File: src/design/ptmst_pkg.sv
// Package for the polar-to-two-motor step target pipeline.
// Holds the geometry constants, the reciprocal divider constants, the register indexes and the stage payload types.
// No dependencies.
`timescale 1ns / 1ps
package ptmst_pkg;

	localparam int unsigned DEG_QUADRANT  = 90;
	localparam int unsigned DEG_CIRCLE    = 360;
	localparam int unsigned NUM_QUADRANTS = 4;

	localparam int unsigned QUAD_W = $clog2(NUM_QUADRANTS);

	// round(p / 90) = floor((p + 45) / 90), done as floor(q * RECIP_90 / 2^RECIP_SHIFT).
	// Exact for q below 2^21 / 28, far above the largest q of 22995.
	localparam int unsigned ROUND_BIAS  = DEG_QUADRANT / 2;
	localparam int unsigned RECIP_SHIFT = 21;
	localparam int unsigned RECIP_90    = ((1 << RECIP_SHIFT) + DEG_QUADRANT - 1) / DEG_QUADRANT;

	typedef enum logic [1:0] {
		CFG_AMP_LIMIT     = 2'd0,
		CFG_MOTOR1_SPU    = 2'd1,
		CFG_MOTOR2_SPU    = 2'd2,
		CFG_DEFAULT_SPEED = 2'd3
	} cfg_index_t;

	// Fields carried unchanged down the pipeline
	typedef struct packed {
		logic [7:0]          amp;
		logic [QUAD_W-1:0]   quad;
		logic [7:0]          spd;
		logic signed [23:0]  pos1;
		logic signed [23:0]  pos2;
	} carry_t;

	typedef struct packed {
		carry_t     c;
		logic [6:0] weight;
	} front_t;

	typedef struct packed {
		carry_t     c;
		logic [7:0] a1;
	} split_t;

	typedef struct packed {
		logic signed [24:0] travel1;
		logic signed [24:0] travel2;
		logic [7:0]         spd;
	} result_t;

endpackage

File: src/design/ptmst_front.sv
// Front stage: amplitude saturation, angle wrap, quadrant and split weight, speed select.
// Depends on ptmst_pkg.
`timescale 1ns / 1ps
module ptmst_front import ptmst_pkg::*; (
	input  logic               clk,
	input  logic               arst_n,
	input  logic               in_valid,
	output logic               in_ready,
	input  logic [7:0]         amplitude,
	input  logic [8:0]         angle,
	input  logic               speed_given,
	input  logic [7:0]         speed,
	input  logic signed [23:0] motor1_position,
	input  logic signed [23:0] motor2_position,
	input  logic [7:0]         amp_limit,
	input  logic [7:0]         default_speed,
	output logic               out_valid,
	input  logic               out_ready,
	output front_t             out_data
);

	logic              v_s1;
	front_t            d_s1;
	logic [8:0]        ang_wrap;
	logic [6:0]        rem;
	logic [QUAD_W-1:0] quad;
	front_t            nxt;

	assign in_ready = !v_s1 || out_ready;

	always_comb begin
		ang_wrap = (angle >= 9'(DEG_CIRCLE)) ? angle - 9'(DEG_CIRCLE) : angle;
		if (ang_wrap >= 9'(3 * DEG_QUADRANT)) begin
			quad = 2'd3;
			rem  = 7'(ang_wrap - 9'(3 * DEG_QUADRANT));
		end else if (ang_wrap >= 9'(2 * DEG_QUADRANT)) begin
			quad = 2'd2;
			rem  = 7'(ang_wrap - 9'(2 * DEG_QUADRANT));
		end else if (ang_wrap >= 9'(DEG_QUADRANT)) begin
			quad = 2'd1;
			rem  = 7'(ang_wrap - 9'(DEG_QUADRANT));
		end else begin
			quad = 2'd0;
			rem  = ang_wrap[6:0];
		end
		nxt.c.amp  = (amplitude > amp_limit) ? amp_limit : amplitude;
		nxt.c.quad = quad;
		nxt.c.spd  = speed_given ? speed : default_speed;
		nxt.c.pos1 = motor1_position;
		nxt.c.pos2 = motor2_position;
		// first and third quadrants favour motor 1 near the start of the quadrant
		nxt.weight = quad[0] ? rem : 7'(DEG_QUADRANT) - rem;
	end

	always_ff @(posedge clk or negedge arst_n) begin
		if (!arst_n) begin
			v_s1 <= 1'b0;
		end else if (in_ready) begin
			v_s1 <= in_valid;
		end
	end

	always_ff @(posedge clk) begin
		if (in_ready && in_valid) begin
			d_s1 <= nxt;
		end
	end

	assign out_valid = v_s1;
	assign out_data  = d_s1;

endmodule

File: src/design/ptmst_split.sv
// Split stages: amplitude times weight, then rounded division by 90 through a reciprocal.
// Depends on ptmst_pkg.
`timescale 1ns / 1ps
module ptmst_split import ptmst_pkg::*; (
	input  logic   clk,
	input  logic   arst_n,
	input  logic   in_valid,
	output logic   in_ready,
	input  front_t in_data,
	output logic   out_valid,
	input  logic   out_ready,
	output split_t out_data
);

	logic        v_s2, v_s3;
	logic        adv_s2, adv_s3;
	logic [14:0] q_s2;
	carry_t      c_s2;
	split_t      d_s3;
	logic [29:0] recip_prod;

	assign adv_s3   = !v_s3 || out_ready;
	assign adv_s2   = !v_s2 || adv_s3;
	assign in_ready = adv_s2;

	assign recip_prod = 30'(q_s2) * 30'(RECIP_90);

	always_ff @(posedge clk or negedge arst_n) begin
		if (!arst_n) begin
			v_s2 <= 1'b0;
			v_s3 <= 1'b0;
		end else begin
			if (adv_s2) v_s2 <= in_valid;
			if (adv_s3) v_s3 <= v_s2;
		end
	end

	always_ff @(posedge clk) begin
		if (adv_s2 && in_valid) begin
			q_s2 <= 15'(in_data.c.amp) * 15'(in_data.weight) + 15'(ROUND_BIAS);
			c_s2 <= in_data.c;
		end
		if (adv_s3 && v_s2) begin
			d_s3.c  <= c_s2;
			d_s3.a1 <= recip_prod[RECIP_SHIFT +: 8];
		end
	end

	assign out_valid = v_s3;
	assign out_data  = d_s3;

endmodule

File: src/design/ptmst_scale.sv
// Scale stages: shares times steps per unit, then quadrant sign and subtraction of position.
// Depends on ptmst_pkg.
`timescale 1ns / 1ps
module ptmst_scale import ptmst_pkg::*; (
	input  logic        clk,
	input  logic        arst_n,
	input  logic        in_valid,
	output logic        in_ready,
	input  split_t      in_data,
	input  logic [14:0] motor1_steps_per_unit,
	input  logic [14:0] motor2_steps_per_unit,
	output logic        out_valid,
	input  logic        out_ready,
	output result_t     out_data
);

	logic               v_s4, v_s5;
	logic               adv_s4, adv_s5;
	logic [22:0]        t1_s4, t2_s4;
	logic               neg1_s4, neg2_s4;
	logic [7:0]         spd_s4;
	logic signed [23:0] pos1_s4, pos2_s4;
	result_t            d_s5;
	logic [7:0]         a2;
	logic [24:0]        tgt1, tgt2;

	assign adv_s5   = !v_s5 || out_ready;
	assign adv_s4   = !v_s4 || adv_s5;
	assign in_ready = adv_s4;

	// a1 never exceeds the amplitude, so the difference stays non-negative
	assign a2 = in_data.c.amp - in_data.a1;

	always_comb begin
		tgt1 = neg1_s4 ? 25'(0) - {2'b00, t1_s4} : {2'b00, t1_s4};
		tgt2 = neg2_s4 ? 25'(0) - {2'b00, t2_s4} : {2'b00, t2_s4};
	end

	always_ff @(posedge clk or negedge arst_n) begin
		if (!arst_n) begin
			v_s4 <= 1'b0;
			v_s5 <= 1'b0;
		end else begin
			if (adv_s4) v_s4 <= in_valid;
			if (adv_s5) v_s5 <= v_s4;
		end
	end

	always_ff @(posedge clk) begin
		if (adv_s4 && in_valid) begin
			t1_s4   <= 23'(in_data.a1) * 23'(motor1_steps_per_unit);
			t2_s4   <= 23'(a2) * 23'(motor2_steps_per_unit);
			neg1_s4 <= (in_data.c.quad == 2'd1) || (in_data.c.quad == 2'd2);
			neg2_s4 <= in_data.c.quad[1];
			spd_s4  <= in_data.c.spd;
			pos1_s4 <= in_data.c.pos1;
			pos2_s4 <= in_data.c.pos2;
		end
		if (adv_s5 && v_s4) begin
			d_s5.travel1 <= signed'(tgt1 - {pos1_s4[23], pos1_s4});
			d_s5.travel2 <= signed'(tgt2 - {pos2_s4[23], pos2_s4});
			d_s5.spd     <= spd_s4;
		end
	end

	assign out_valid = v_s5;
	assign out_data  = d_s5;

endmodule

File: src/design/polar_to_two_motor_step_targets.sv
// Top level of the polar move to two-motor step travel pipeline.
// Depends on ptmst_pkg, ptmst_front, ptmst_split and ptmst_scale.
`timescale 1ns / 1ps
// Usage:
//   Slave stream (s_axis_*) takes one absolute move command per transaction: amplitude,
//   angle in degrees, speed and the two current motor positions in tdata, with the
//   speed-given flag in tuser. Master stream (m_axis_*) returns one transaction per
//   command: the signed step travel of each motor and the speed for both step generators.
//   The plain write port (cfg_we, cfg_index, cfg_data) sets the amplitude ceiling, the
//   steps per unit of each motor and the default speed; write it only while the pipeline
//   is empty.
// Timing:
//   Five register stages; m_axis_tvalid rises once an accepted command has passed all five,
//   and its result is taken on a rising edge with m_axis_tready high.
//   One command is taken every cycle while m_axis_tready stays high, set by the pipelined stages.
// Reset:
//   arst_n empties every stage and loads the register defaults (ceiling 100, 181 steps
//   per unit on both motors, default speed 0).
// Stalls:
//   When m_axis_tready is low the result holds and the stages behind it keep filling any
//   bubbles; s_axis_tready falls only once every stage holds a command.
module polar_to_two_motor_step_targets import ptmst_pkg::*; (
	input  logic        clk,
	input  logic        arst_n,
	input  logic        s_axis_tvalid,
	output logic        s_axis_tready,
	input  logic [79:0] s_axis_tdata,  // amplitude[7:0], angle[16:8], speed[24:17],
	                                   // motor1_position[48:25], motor2_position[72:49], zeros
	input  logic [0:0]  s_axis_tuser,  // speed_given[0]
	output logic        m_axis_tvalid,
	input  logic        m_axis_tready,
	output logic [63:0] m_axis_tdata,  // motor1_travel[24:0], motor2_travel[49:25],
	                                   // move_speed[57:50], zeros
	input  logic        cfg_we,
	input  logic [1:0]  cfg_index,
	input  logic [14:0] cfg_data
);

	// Configuration registers
	logic [7:0]  amp_limit_q;
	logic [14:0] motor1_spu_q;
	logic [14:0] motor2_spu_q;
	logic [7:0]  default_speed_q;

	// Inter-stage streams
	logic    front_valid, front_ready;
	front_t  front_data;
	logic    split_valid, split_ready;
	split_t  split_data;
	result_t result;

	// Write the addressed register; every index maps to one register
	always_ff @(posedge clk or negedge arst_n) begin
		if (!arst_n) begin
			amp_limit_q     <= 8'd100;
			motor1_spu_q    <= 15'd181;
			motor2_spu_q    <= 15'd181;
			default_speed_q <= 8'd0;
		end else if (cfg_we) begin
			case (cfg_index_t'(cfg_index))
				CFG_AMP_LIMIT:     amp_limit_q     <= cfg_data[7:0];
				CFG_MOTOR1_SPU:    motor1_spu_q    <= cfg_data;
				CFG_MOTOR2_SPU:    motor2_spu_q    <= cfg_data;
				CFG_DEFAULT_SPEED: default_speed_q <= cfg_data[7:0];
				default: ;
			endcase
		end
	end

	// Stage 1: saturate, wrap, find quadrant and split weight
	ptmst_front u_front (
		.clk             (clk),
		.arst_n          (arst_n),
		.in_valid        (s_axis_tvalid),
		.in_ready        (s_axis_tready),
		.amplitude       (s_axis_tdata[7:0]),
		.angle           (s_axis_tdata[16:8]),
		.speed_given     (s_axis_tuser[0]),
		.speed           (s_axis_tdata[24:17]),
		.motor1_position (signed'(s_axis_tdata[48:25])),
		.motor2_position (signed'(s_axis_tdata[72:49])),
		.amp_limit       (amp_limit_q),
		.default_speed   (default_speed_q),
		.out_valid       (front_valid),
		.out_ready       (front_ready),
		.out_data        (front_data)
	);

	// Stages 2 and 3: weighted product, rounded divide by 90
	ptmst_split u_split (
		.clk       (clk),
		.arst_n    (arst_n),
		.in_valid  (front_valid),
		.in_ready  (front_ready),
		.in_data   (front_data),
		.out_valid (split_valid),
		.out_ready (split_ready),
		.out_data  (split_data)
	);

	// Stages 4 and 5: scale to steps, apply quadrant sign, subtract position
	ptmst_scale u_scale (
		.clk                   (clk),
		.arst_n                (arst_n),
		.in_valid              (split_valid),
		.in_ready              (split_ready),
		.in_data               (split_data),
		.motor1_steps_per_unit (motor1_spu_q),
		.motor2_steps_per_unit (motor2_spu_q),
		.out_valid             (m_axis_tvalid),
		.out_ready             (m_axis_tready),
		.out_data              (result)
	);

	// Pack the result, zero-fill to whole bytes
	assign m_axis_tdata = {6'd0, result.spd, result.travel2, result.travel1};

endmodule

File: config.mk
export PLATFORM = sky130hd
export DESIGN_NAME = polar_to_two_motor_step_targets
export DESIGN_NICKNAME = d
export VERILOG_FILES = /design/src/design/ptmst_pkg.sv /design/src/design/ptmst_front.sv /design/src/design/ptmst_split.sv /design/src/design/ptmst_scale.sv /design/src/design/polar_to_two_motor_step_targets.sv
export SDC_FILE = /design/constraint.sdc
export NUM_CORES = 1
export LEC_CHECK = 0
export ABC_AREA = 1
export BUFFER_PORTS_ARGS = -buffer_cell sky130_fd_sc_hd__buf_4
export CAP_MARGIN = 5
export CORE_MARGIN = 4
export CORE_UTILIZATION = 55
export CTS_BUF_LIST = sky130_fd_sc_hd__clkbuf_4 sky130_fd_sc_hd__clkbuf_8
export DETAILED_ROUTE_END_ITERATION = 16
export PLACE_DENSITY = 0.72
export SLEW_MARGIN = 10
export SYNTH_ARGS = -nofsm -noshare
export SYNTH_HDL_FRONTEND = slang
export SYNTH_SLANG_ARGS = --single-unit
File: constraint.sdc
create_clock -name clk -period 8 [get_ports clk]
set_input_delay 1.2 -clock clk [delete_from_list [all_inputs] [get_ports clk]]
set_output_delay 1.2 -clock clk [all_outputs]
set_load 0.05 [all_outputs]
==> summary.txt, run 1 <==
run status = complete, no violations
worst r2r path cells = 34
Die Width = 245 um
post-synthesis average cell area = 10.3 um2
Vias/cell = 5.18
largest net degree at the start of global routing = 75
CP Capture Type = flip-flop
Final setup viols = 0
root buf cell = clkbuf_8
register area share after synthesis = 42.2%
area share of the largest cell type after synthesis = 38.0%
vias = 20599
setup repair bufs after CTS = 0
Resized Gates After CTS = 0
port bufs = 155
WL/cell = 15.9 um
synthesized flop and latch total = 441
# hold bufs at CTS = 0
Placeable Area = 55300 um2
worst path buffer plus inverter count = 6
Die H = 245 um
Post-synth EDFFs = 390
Ant. Diodes = 0
GRT overflow = 0
Most used DFF post-synth = edfxtp_1
dpl hpwl = 49600 um
CP most frequent cell = nand2_1
delay-heaviest family, CP = adder cells
largest stage delay on the critical path = 730 ps
number of remaining DRC errors = 0
vias in the first global route = 21237
routed wire length = 63000 um
fmax = 135 MHz
actual slew at the worst max-slew pin = 1170 ps
CTS tree = done
crit path max-delay cell type = edfxtp_1
Slew Viols, Final = 0
beginning of the worst hold path = u_split.c_s2[61]$_DFFE_PP_
crit path DAT = 7790 ps
total CTS buffers = 74
Distinct cells, synth = 51
initial antenna violation count = 3
Filler Cells Inserted = 4542
RSZ-0062 raised after global routing = false
Post-DRT Antenna Nets = 0
synth top area cells = edfxtp_1 (38%), fa_1 (16%), ha_1 (12%)
clock sink count = 441
WHS Path Cells = 0
non-filler instance count after layout = 3974
Initial Util = 55.8%
Max clock buf depth = 3
Slew HR = 22.0%
first-pass GRT wire length = 105000 um
Worst Hold Class = reg -> reg
hold endpoint = u_split.out_data[69]$_DFFE_PP_
Post-Synthesis Cells = 2993
Synth area leader = edfxtp_1
drt pass-1 iters = 6
Placed Cells = 3846
fraction of synthesis flops using an asynchronous set or reset pin = 11.6%
Layout Skew = 45.7 ps
Synth-to-Final Area Change = 11.1%
crit-path max FO = 16
Die ar. = 59900 um2
Tcrit/Tclk final = 92.4%
critical register-to-register path startpoint = u_split.out_data[1]$_DFFE_PP_
Skew-Pair Late Insertion Delay = 670 ps
Ys Warns = 0
CP Class = reg -> reg
cell row count = 86
share of post-route cells with drive strength above 1 = 10.7%
routability cong. = 0.899
Ports = 169
gr usage total = 21.6%
Tmin final = 7390 ps
R2R setup slack = 610 ps
Fin Setup TNS = 0 ps
Clock transition at path regs = 60 ps
final hold vios = 0
H-tree depth = 3
max cap viols = 0
initial DRC count = 1243
Critical Path Source Type = flip-flop
Post-Syn Area = 30800 um2
Critical Path RT = 8400 ps
reg-to-reg endpoint = u_scale.t2_s4[19]$_DFFE_PP_
nets@finish = 3814
-- worst max-delay path by stage --
| stage | slack, ps | to | startpoint | cells past startpoint |
|---|---|---|---|---|
| detailed placement | 720 | u_scale.t2_s4[19]$_DFFE_PP_ | u_split.out_data[1]$_DFFE_PP_ | 34 |
| floorplan | 1400 | u_scale.t2_s4[19]$_DFFE_PP_ | u_split.out_data[2]$_DFFE_PP_ | 35 |
| finish | 610 | u_scale.t2_s4[19]$_DFFE_PP_ | u_split.out_data[1]$_DFFE_PP_ | 34 |
| global route | 100 | u_scale.t2_s4[19]$_DFFE_PP_ | u_split.out_data[1]$_DFFE_PP_ | 34 |
| CTS | 710 | u_scale.t2_s4[19]$_DFFE_PP_ | u_split.out_data[1]$_DFFE_PP_ | 34 |
| global placement | 850 | u_scale.t2_s4[19]$_DFFE_PP_ | u_split.out_data[1]$_DFFE_PP_ | 34 |
-- worst reg2reg max path: cells and delay by family (launching register included) --
family,cells,cell delay [ps]
DFF,1,730
buffers and inverters,6,610
xor gates and xnor gates,1,70
adders and majority gates,6,2720
AOI/OAI and AO/OA,6,960
and+or+nand+nor,15,2090
-- cells in the mapped netlist (2+ instances only) --
cell type	instances
buf_4	6
a21oi_1	139
ha_1	298
nand3_2	2
clkbuf_1	57
or2_2	6
dfstp_2	13
nand2_2	10
nor3_1	17
o21ai_1	2
a21boi_0	5
o21bai_1	13
o21a_1	2
a211oi_1	2
a21oi_2	2
o211ai_1	9
a21o_1	2
nand3_1	61
nor3b_1	4
nor4_1	6
o21ai_0	124
nand2_4	9
inv_4	2
and2_1	2
inv_1	623
dfrtp_1	38
nand3b_1	4
nand4_1	12
inv_2	4
fa_1	239
mux2_2	8
a31oi_1	12
o31ai_1	5
xnor2_1	45
edfxtp_1	390
xor2_1	115
nor2_1	160
nand2_1	531
o2111ai_1	2
-- kinds of logic (layout without fill, tap and decap cells) --
logic type      count (synthesis)  in the layout  share of synthesized area, %
compound gates                325            325                          5.78
mux                             8              8                         0.292
fa+ha+maj                     537            537                          27.6
other cells                     1              6                        0.0122
buf+inv                       693            921                          8.52
xor+xnor                      160            160                          4.54
flops                         441            441                          42.2
simple gates                  828            828                          11.1
-- final cells by class --
class | count | area (um2) | share of cell area [%]
timing repair buffer | 163 | 1220 | 3.57
sequential | 441 | 13000 | 37.9
inverter | 630 | 2370 | 6.92
multi-input combinational | 1864 | 15300 | 44.5
tap | 748 | 936 | 2.73
clock buffer | 96 | 1190 | 3.47
clock inverter | 32 | 285 | 0.832
-- sequential cells by signal (all words and copies together), names as in the netlist, 8 cells and up --
| register | cells |
|---|---|
| u_scale.pos2_s4 | 24 |
| u_scale.t1_s4 | 23 |
| u_split.q_s2 | 15 |
| u_front.out_data | 73 |
| u_scale.out_data | 58 |
| u_scale.spd_s4 | 8 |
| u_split.c_s2 | 66 |
| u_split.out_data | 74 |
| u_scale.t2_s4 | 23 |
| default_speed_q | 8 |
| amp_limit_q | 8 |
| motor1_spu_q | 15 |
| u_scale.pos1_s4 | 24 |
| motor2_spu_q | 15 |
-- layout by cell type (no fill, tap or decap), drive strengths merged, types with 17 or more instances in the layout --
cell type,synthesis,routed
inv,629,633
nand2,550,550
edfxtp,390,390
ha,298,298
fa,239,239
buf,6,163
nor2,161,161
a21oi,142,142
o21ai,127,127
xor2,115,115
clkbuf,57,96
nand3,63,63
xnor2,45,45
dfrtp,38,38
clkinv,1,23
nor3,17,17
-- layer usage --
layer	share of wire, %	GRT usage (%)
met1	43	29.2
met2	48	35.5
met3	6.3	3.75
met4	2.4	7.27
met5	0.21	1.47
-- through the flow --
stage                     utilization (%)  area (um2)  hold slack, ps  setup slack, ps
final                                62.0       34300             391              611
after global routing                 62.0       34300             402              104
after CTS                            62.0       34300             389              705
after detailed placement             59.3       32800             405              717
after global placement               59.3       32800             401              854
after floorplan                         -       30900             400             1400
Power of run 1 is not shown: default switching activity piles up to over one toggle a cycle in this logic, so the estimate is an artifact.
==> inputs of run 2 (changes only) <==
Settings changed: CORE_ASPECT_RATIO set to 0.75, CORE_MARGIN 4 to not set.
==> summary.txt, run 2 (same netlist as run 1, synthesis figures left out) <==
run status = complete, no violations
setup repair bufs after CTS = 0
actual slew at the worst max-slew pin = 1110 ps
dpl hpwl = 49500 um
Final setup viols = 0
GRT overflow = 0
drt pass-1 iters = 5
cell row count = 74
nets@finish = 3816
non-filler instance count after layout = 3953
Die ar. = 57100 um2
largest net degree at the start of global routing = 75
Placeable Area = 54900 um2
Ant. Diodes = 0
number of remaining DRC errors = 0
port bufs = 155
Post-DRT Antenna Nets = 0
first-pass GRT wire length = 106000 um
Clock transition at path regs = 60 ps
Ports = 169
Fin Setup TNS = 0 ps
crit path max-delay cell type = edfxtp_1
Layout Utilization = 62.4%
Filler Cells Inserted = 4381
critical register-to-register path startpoint = u_split.out_data[0]$_DFFE_PP_
Placed Cells = 3823
R2R setup slack = 540 ps
Resized Gates After CTS = 0
Critical Path RT = 8390 ps
initial antenna violation count = 1
max cap viols = 0
reg-to-reg endpoint = u_scale.t2_s4[19]$_DFFE_PP_
H-tree depth = 3
commonest non-fill, non-tap cells in the layout = inv_1 (621), nand2_1 (531), edfxtp_1 (390), ha_1 (298), fa_1 (239)
Critical Path Source Type = flip-flop
fmax = 134 MHz
total CTS buffers = 73
Die H = 207 um
CTS tree = done
hold endpoint = u_split.out_data[71]$_DFFE_PP_
Synth-to-Final Area Change = 11.0%
WL/cell = 16.0 um
Slew Viols, Final = 0
final hold vios = 0
vias in the first global route = 21167
number of flip-flops in the largest register = 74
vias = 20604
root buf cell = clkbuf_8
# hold bufs at CTS = 0
Initial Util = 56.2%
CP most frequent cell = nand2_1
routability cong. = 0.894
Die Width = 275 um
beginning of the worst hold path = u_split.c_s2[63]$_DFFE_PP_
Worst Hold Class = reg -> reg
gr usage total = 23.2%
crit path DAT = 7840 ps
crit-path max FO = 16
Layout Skew = 52.4 ps
commonest non-fill, non-tap cell in the layout = inv_1
Slew HR = 25.7%
Tcrit/Tclk final = 93.2%
CP Class = reg -> reg
Vias/cell = 5.21
clock sink count = 441
CP Capture Type = flip-flop
RSZ-0062 raised after global routing = false
Max clock buf depth = 3
largest stage delay on the critical path = 770 ps
WHS Path Cells = 0
worst r2r path cells = 30
routed wire length = 63400 um
share of post-route cells with drive strength above 1 = 10.6%
Skew-Pair Late Insertion Delay = 690 ps
Tmin final = 7460 ps
initial DRC count = 1541
==> run 2: per-stage QoR <==
step | hold slack [ps] | area (um2) | worst slack, ps
after floorplan | 400 | 30900 | 1400
after global placement | 400 | 32800 | 955
after detailed placement | 405 | 32800 | 748
after CTS | 409 | 34300 | 666
after global routing | 415 | 34300 | 73.3
final | 404 | 34300 | 543
==> run 2: worst max path at each step <==
stage | startpoint | end | depth (start not counted)
6_report | u_split.out_data[0]$_DFFE_PP_ | u_scale.t2_s4[19]$_DFFE_PP_ | 30
5_1_grt | u_split.out_data[0]$_DFFE_PP_ | u_scale.t2_s4[19]$_DFFE_PP_ | 30
4_1_cts | u_split.out_data[0]$_DFFE_PP_ | u_scale.t2_s4[19]$_DFFE_PP_ | 30
3_5_place_dp | u_split.out_data[0]$_DFFE_PP_ | u_scale.t2_s4[19]$_DFFE_PP_ | 30
3_3_place_gp | u_split.out_data[1]$_DFFE_PP_ | u_scale.t2_s4[19]$_DFFE_PP_ | 35
2_1_floorplan | u_split.out_data[2]$_DFFE_PP_ | u_scale.t2_s4[19]$_DFFE_PP_ | 35
==> run 2: per-layer routing <==
metal / up-vias / GRT usage (%) / part of all wire (%)
met5: - / 0 / 0.019
met1: 9992 / 33.8 / 47
met4: 2 / 5.09 / 1.4
li1: 9950 / - / -
met3: 74 / 5.37 / 7.0
met2: 586 / 35.6 / 44
==> run 2: cell type report <==
class                      instances  area (um2)  area share, %
clock buffer                      86        1110           3.25
tap                              722         903           2.64
sequential                       441       13000           38.0
clock inverter                    44         352           1.03
inverter                         630        2370           6.93
multi-input combinational       1864       15300           44.5
timing repair buffer             166        1250           3.64
==> run 2: critical path: cells and delay by family (launching register included) <==
kind                     cells  cell delay (ps)
AO/OA/AOI/OAI                6             1330
XOR/XNOR                     1               60
adder cells (fa/ha/maj)      7             3110
buffers and inverters        5              520
flip-flops                   1              770
AND/OR/NAND/NOR             11             1380
Power of run 2 is left out for the same reason.
